==> src/rtl/core/swc_pkg.sv <==
// swc_pkg: shared types and constants for the sliding window covariance block
// no dependencies; used by swc_ctrl, swc_datapath and sliding_window_covariance
`default_nettype none

package swc_pkg;

    localparam int CFG_BITS = 8;
    localparam int WINDOW_RESET = 100;
    localparam int VALUE_BITS = 40;
    localparam int IDX_BITS = 2;
    localparam int DIMENSION = 3;

    // controller to datapath commands
    typedef struct packed {
        logic load;      // take a new sample beat, update slot and count
        logic old_rd;    // read the old entry from window memory
        logic upd;       // update sums with sample minus old
        logic prod_step; // one product update step
        logic ent_start; // start the numerator of one entry
        logic num_step;  // numerator step
        logic div_start; // start the divider
        logic restart;   // clear sums and count
    } swc_cmd_t;

    // datapath to controller status
    typedef struct packed {
        logic div_done;
        logic valid_n;   // at least two samples
    } swc_stat_t;

endpackage : swc_pkg

`default_nettype wire

==> src/rtl/core/swc_ctrl.sv <==
// swc_ctrl: sequencer for update, per entry numerator, divide and output beat
// depends on swc_pkg; instantiated by sliding_window_covariance
`default_nettype none

module swc_ctrl (
    input  wire logic                     clk,
    input  wire logic                     rst_n,
    input  wire logic                     in_valid,
    output logic                          in_stall,
    input  wire logic                     out_stall,
    output logic                          out_valid,
    input  wire logic                     cfg_we,
    input  wire swc_pkg::swc_stat_t       stat,
    output swc_pkg::swc_cmd_t             cmd,
    output logic [swc_pkg::IDX_BITS-1:0]  ent_a,
    output logic [swc_pkg::IDX_BITS-1:0]  ent_b,
    output logic [1:0]                    step,
    output logic                          cap,
    output logic                          last
);

    localparam logic [2:0] S_IDLE = 3'd0;
    localparam logic [2:0] S_RD   = 3'd1;
    localparam logic [2:0] S_UPD  = 3'd2;
    localparam logic [2:0] S_PROD = 3'd3;
    localparam logic [2:0] S_NUM  = 3'd4;
    localparam logic [2:0] S_DIV  = 3'd5;
    localparam logic [2:0] S_OUT  = 3'd6;

    logic [2:0] state_reg, state_next;
    logic [2:0] pcnt_reg, pcnt_next;
    logic [1:0] a_reg, a_next, b_reg, b_next;
    logic       ov_reg, ov_next;

    always_comb
    begin
        state_next = state_reg;
        pcnt_next  = pcnt_reg;
        a_next     = a_reg;
        b_next     = b_reg;
        ov_next    = ov_reg;
        cmd        = '0;
        step       = 2'd0;
        cap        = 1'b0;
        cmd.restart = cfg_we;
        if (ov_reg && !out_stall)
            ov_next = 1'b0;
        unique case (state_reg)
            S_IDLE:
            begin
                if (in_valid && !cfg_we)
                begin
                    cmd.load   = 1'b1;
                    state_next = S_RD;
                end
            end
            S_RD:
            begin
                cmd.old_rd = 1'b1;
                state_next = S_UPD;
            end
            S_UPD:
            begin
                cmd.upd    = 1'b1;
                pcnt_next  = '0;
                state_next = S_PROD;
            end
            S_PROD:
            begin
                cmd.prod_step = 1'b1;
                pcnt_next = pcnt_reg + 3'd1;
                if (pcnt_reg == 3'd5)
                begin
                    a_next     = '0;
                    b_next     = '0;
                    pcnt_next  = '0;
                    state_next = S_NUM;
                end
            end
            S_NUM:
            begin
                // load n*Sab, then subtract Sa*Sb and scale
                if (pcnt_reg == 3'd0)
                begin
                    cmd.ent_start = 1'b1;
                    step = 2'd0;
                    pcnt_next = 3'd1;
                end
                else
                begin
                    cmd.num_step = 1'b1;
                    step = 2'd1;
                    state_next = S_DIV;
                    pcnt_next = 3'd2;
                end
            end
            S_DIV:
            begin
                if (pcnt_reg == 3'd2)
                begin
                    cmd.div_start = 1'b1;
                    pcnt_next = 3'd3;
                end
                else if (stat.div_done)
                    state_next = S_OUT;
            end
            S_OUT:
            begin
                // wait until the output register is free
                if (!ov_next)
                begin
                    cap     = 1'b1;
                    ov_next = 1'b1;
                    if (b_reg == 2'd2)
                    begin
                        b_next = '0;
                        a_next = a_reg + 2'd1;
                    end
                    else
                        b_next = b_reg + 2'd1;
                    pcnt_next = '0;
                    if (a_reg == 2'd2 && b_reg == 2'd2)
                        state_next = S_IDLE;
                    else
                        state_next = S_NUM;
                end
            end
            default:
                state_next = S_IDLE;
        endcase
    end

    always_ff @(posedge clk or negedge rst_n)
    begin
        if (!rst_n)
        begin
            state_reg <= S_IDLE;
            pcnt_reg  <= '0;
            a_reg     <= '0;
            b_reg     <= '0;
            ov_reg    <= 1'b0;
        end
        else
        begin
            state_reg <= state_next;
            pcnt_reg  <= pcnt_next;
            a_reg     <= a_next;
            b_reg     <= b_next;
            ov_reg    <= ov_next;
        end
    end

    assign in_stall  = (state_reg != S_IDLE) || cfg_we;
    assign out_valid = ov_reg;
    assign ent_a     = a_reg;
    assign ent_b     = b_reg;
    assign last      = (a_reg == 2'd2) && (b_reg == 2'd2);

`ifndef NO_ASSERTIONS
    a_cap_free: assert property (@(posedge clk) disable iff (!rst_n)
        cap |-> (!ov_reg || !out_stall)) else $error("output beat overwritten");
    a_load_idle: assert property (@(posedge clk) disable iff (!rst_n)
        cmd.load |-> state_reg == S_IDLE) else $error("load outside idle");
    a_div_wait: assert property (@(posedge clk) disable iff (!rst_n)
        cmd.div_start |=> state_reg == S_DIV) else $error("divide left early");
`endif

endmodule : swc_ctrl

`default_nettype wire
==> config.mk <==
export PLATFORM = sky130hd
export DESIGN_NAME = swc_ctrl
export DESIGN_NICKNAME = d
export VERILOG_FILES = /design/src/rtl/core/swc_pkg.sv /design/src/rtl/core/swc_ctrl.sv
export SDC_FILE = /design/constraint.sdc
export NUM_CORES = 1
export LEC_CHECK = 0
export BUFFER_PORTS_ARGS = -buffer_cell sky130_fd_sc_hd__buf_2
export CAP_MARGIN = 10
export CORE_MARGIN = 5
export CORE_UTILIZATION = 45
export DETAILED_ROUTE_END_ITERATION = 7
export GPL_ROUTABILITY_DRIVEN = 0
export PLACE_DENSITY = 0.74
export SLEW_MARGIN = 20
export SYNTH_ARGS = -nofsm -noshare
export SYNTH_HDL_FRONTEND = slang
export SYNTH_SLANG_ARGS = --single-unit
==> constraint.sdc <==
create_clock -name clk -period 1.4 [get_ports clk]
set_input_delay 0.14 -clock clk [delete_from_list [all_inputs] [get_ports clk]]
set_output_delay 0.14 -clock clk [all_outputs]
set_load 0.01 [all_outputs]
==> impl_metrics.ini <==
[status]
outcome = finished, violations left
violations = setup timing

[clocking]
cts_sinks = 11
clkLatencyLatePin_ns = 0.27
clkTransAtPathRegs_ns = 0.07
cts_tree = built
root_buffer = clkbuf_4
h-tree-depth = 1
clockBufferDepth = 2
cts_made_buffers = 3

[setup_path]
critPathSlowestCell = dfrtp_2
crit_path_end_kind = output pin
crit_path_end = cmd[7]
timing.rr.start = state_reg[2]$_DFFE_PN0P_
cp-startpoint = state_reg[2]$_DFFE_PN0P_
rr_worst_depth = 6
worstSetupPathType = reg2out
worstPathCellList = or2_4 -> or3_4 -> nor2_4 -> buf_6
cp.depth = 4
worst_r2r_endpoint = ent_a[0]$_DFFE_PN0P_
required_ns = 1.26
critPathTopFamily = simple AND/OR/NAND/NOR gates
r2r_slack_ns = -0.21
crit_arrival_ns = 1.52
path_buf_inv = 1
max_stage_delay_ns = 0.43
cp-start-kind = register
cp_max_fo = 3

[sta]
fin_crit_ns = 1.66
fin_ws_ns = -0.265
finClkSkew_ns = 0.00351
setup_viol = 18
post-route-period-util_pct = 119
rsz0062_at_grt = true
max_freq_mhz = 601
slew_viol_final = 0
hold_viol_final = 0

[power]
p_int_uw = 1480
vdd_drop_max_mv = 1.18
powerDensity_mw_per_mm2 = 1640
total_power_uw = 2540
p_clk_share_pct = 8.7
p_comb_share_pct = 72.6
pwr-share-seq_pct = 18.7
swShare_pct = 41.8
p_leak_uw = 0.000766
power.switching_uw = 1060

[synth]
synth_seq_cells = 11
synthesis.nets = 104
synth-seq-area-share_pct = 32.2
synth.largest_area_cell = dfrtp_1
synthFlopType = dfrtp_1
syn_inst = 96
netlist_area_um2 = 855
synth_top_area_share_pct = 32.2
syn_area_per_cell_um2 = 8.90
ys_top_cells_by_count = dfrtp_1, nand2_1, nor2_1, a21oi_1, buf_2
synthTopCellsByArea = dfrtp_1, nand2_1, buf_4, mux2_4, nor3b_1
synth.most_common_cell = dfrtp_1
synth_edf_count = 0
synth_cell_type_count = 40
synth-async-reset-ratio_pct = 100
synth_warnings = 0

[routing]
first_pass_iters = 4
detail-route-antenna-nets = 0
wire_per_inst_um = 17.4
drc = 0
totalWireLength_um = 3200
dr.first_iter.drc_count = 19
avgViaCountPerCell = 5.52
vias = 1015

[floorplan]
boundaryPins = 25
core_mm2 = 0.00176
dieArea_mm2 = 0.00287
initial_core_util_pct = 48.4
placementRows = 15
die_w_um = 53.6
dieHeight_um = 53.6

[cells_and_area]
final_area_mm2 = 0.00155
antennaDiodeCount = 0
multi_input_area_um2 = 638
nets = 168
drive_above_1_share_pct = 63.5
regArea_um2 = 282
area_growth_syn_to_layout_pct = 80.8
n_fill_cell = 89

[global_routing]
grt_antenna_before_repair = 0
grt_pass1_wl_um = 4450
grt_overflow_total = 0
grt_pass1_vias = 984
gr-usage-all-layers_pct = 22.2
grt_max_degree = 12

[hold_path]
hp-class = in2async

[flow_run]
drv_cap = 0

[placed_design]
placed_area_mm2 = 0.00110
port_buffers = 22
hpwl_um = 1600
## metal layers
metal	global-route usage (%)	wire [um]	part of all wire, %	up-vias
met5	0	0	0	-
met4	13.2	100	3.1	0
met3	2.22	182	5.7	11
met2	41.0	1720	54	46
met1	24.2	1200	37	497
li1	-	-	-	461
## worst min-delay path by stage
stage	cells after the start	startpoint	slack (ns)	to
detailed placement	1	rst_n	0.02	ent_b[0]$_DFFE_PN0P_
global placement	1	rst_n	0.02	ent_b[1]$_DFFE_PN0P_
CTS	2	rst_n	0.26	ent_b[0]$_DFFE_PN0P_
global route	2	rst_n	0.29	ent_b[0]$_DFFE_PN0P_
finish	2	rst_n	0.26	ent_b[0]$_DFFE_PN0P_
floorplan	0	rst_n	-0.16	ent_a[0]$_DFFE_PN0P_
## power groups by stage
stage               clock network [uW]  logic [uW]  registers [uW]
floorplan                            0         756             411
global placement                     0        1020             484
detailed placement                   0        1040             488
CTS                                223        1520             472
global route                       244        1970             483
finish                             220        1840             474
## timing repair
item | in CTS | in global routing
hold buffers | 1 | 0
hold endpoints to repair | 11 | 0
setup buffers | 21 | 5
gates resized for setup | 33 | 14
gates cloned | 0 | 0
setup endpoints to repair | 17 | 20
pin swaps | 7 | 7
## worst register-to-register path, delay by kind of cell (launching register included)
family                 cells  cell delay (ns)
and+or+nand+nor            1             0.23
DFF                        1             0.43
buffers and inverters      3             0.37
muxes                      2             0.47
## final cells by class
cell class	instances	share of cell area, %
timing repair buffer	69	35.4
clock buffer	4	1.70
inverter	5	1.38
tap	25	2.02
sequential	11	18.2
multi-input combinational	70	41.3
## cells by family (layout without fill, tap and decap cells)
group	after synthesis	count (layout)	synth area share [%]
flip-flops	11	11	32.2
AO/OA/AOI/OAI	22	22	19.3
XOR/XNOR	1	1	1.03
AND/OR/NAND/NOR	41	41	29.7
adder cells (fa/ha/maj)	1	1	1.46
other	1	1	0.439
multiplexers	4	4	5.86
buffers and inverters	15	78	9.95
## cell usage in the layout, fill, tap and decap left out, drive strengths merged, types with 2 or more instances in the layout
| master | instances |
|---|---|
| clkbuf | 4 |
| nor2 | 7 |
| nor3b | 4 |
| dfrtp | 11 |
| nor3 | 5 |
| nand2 | 10 |
| a22o | 3 |
| nand3 | 2 |
| mux2 | 2 |
| and3b | 2 |
| mux2i | 2 |
| o221ai | 2 |
| buf | 68 |
| inv | 5 |
| nand3b | 4 |
| nor2b | 3 |
| o21ai | 4 |
| a21oi | 6 |
## stage by stage
step           std cells  setup WS (ns)  setup TNS, ns  util [%]  hold WS, ns
6_report             184         -0.265          -2.12      87.6        0.259
5_1_grt              184         -0.311          -3.06      87.6        0.288
4_1_cts              179         -0.238          -1.63      81.3        0.262
3_5_place_dp         154        -0.0599         -0.169      62.3       0.0235
3_3_place_gp         154        -0.0176        -0.0398      62.3       0.0212
2_1_floorplan         96        -0.0324        -0.0738         -       -0.156
Power figures use the tool's default switching activity.
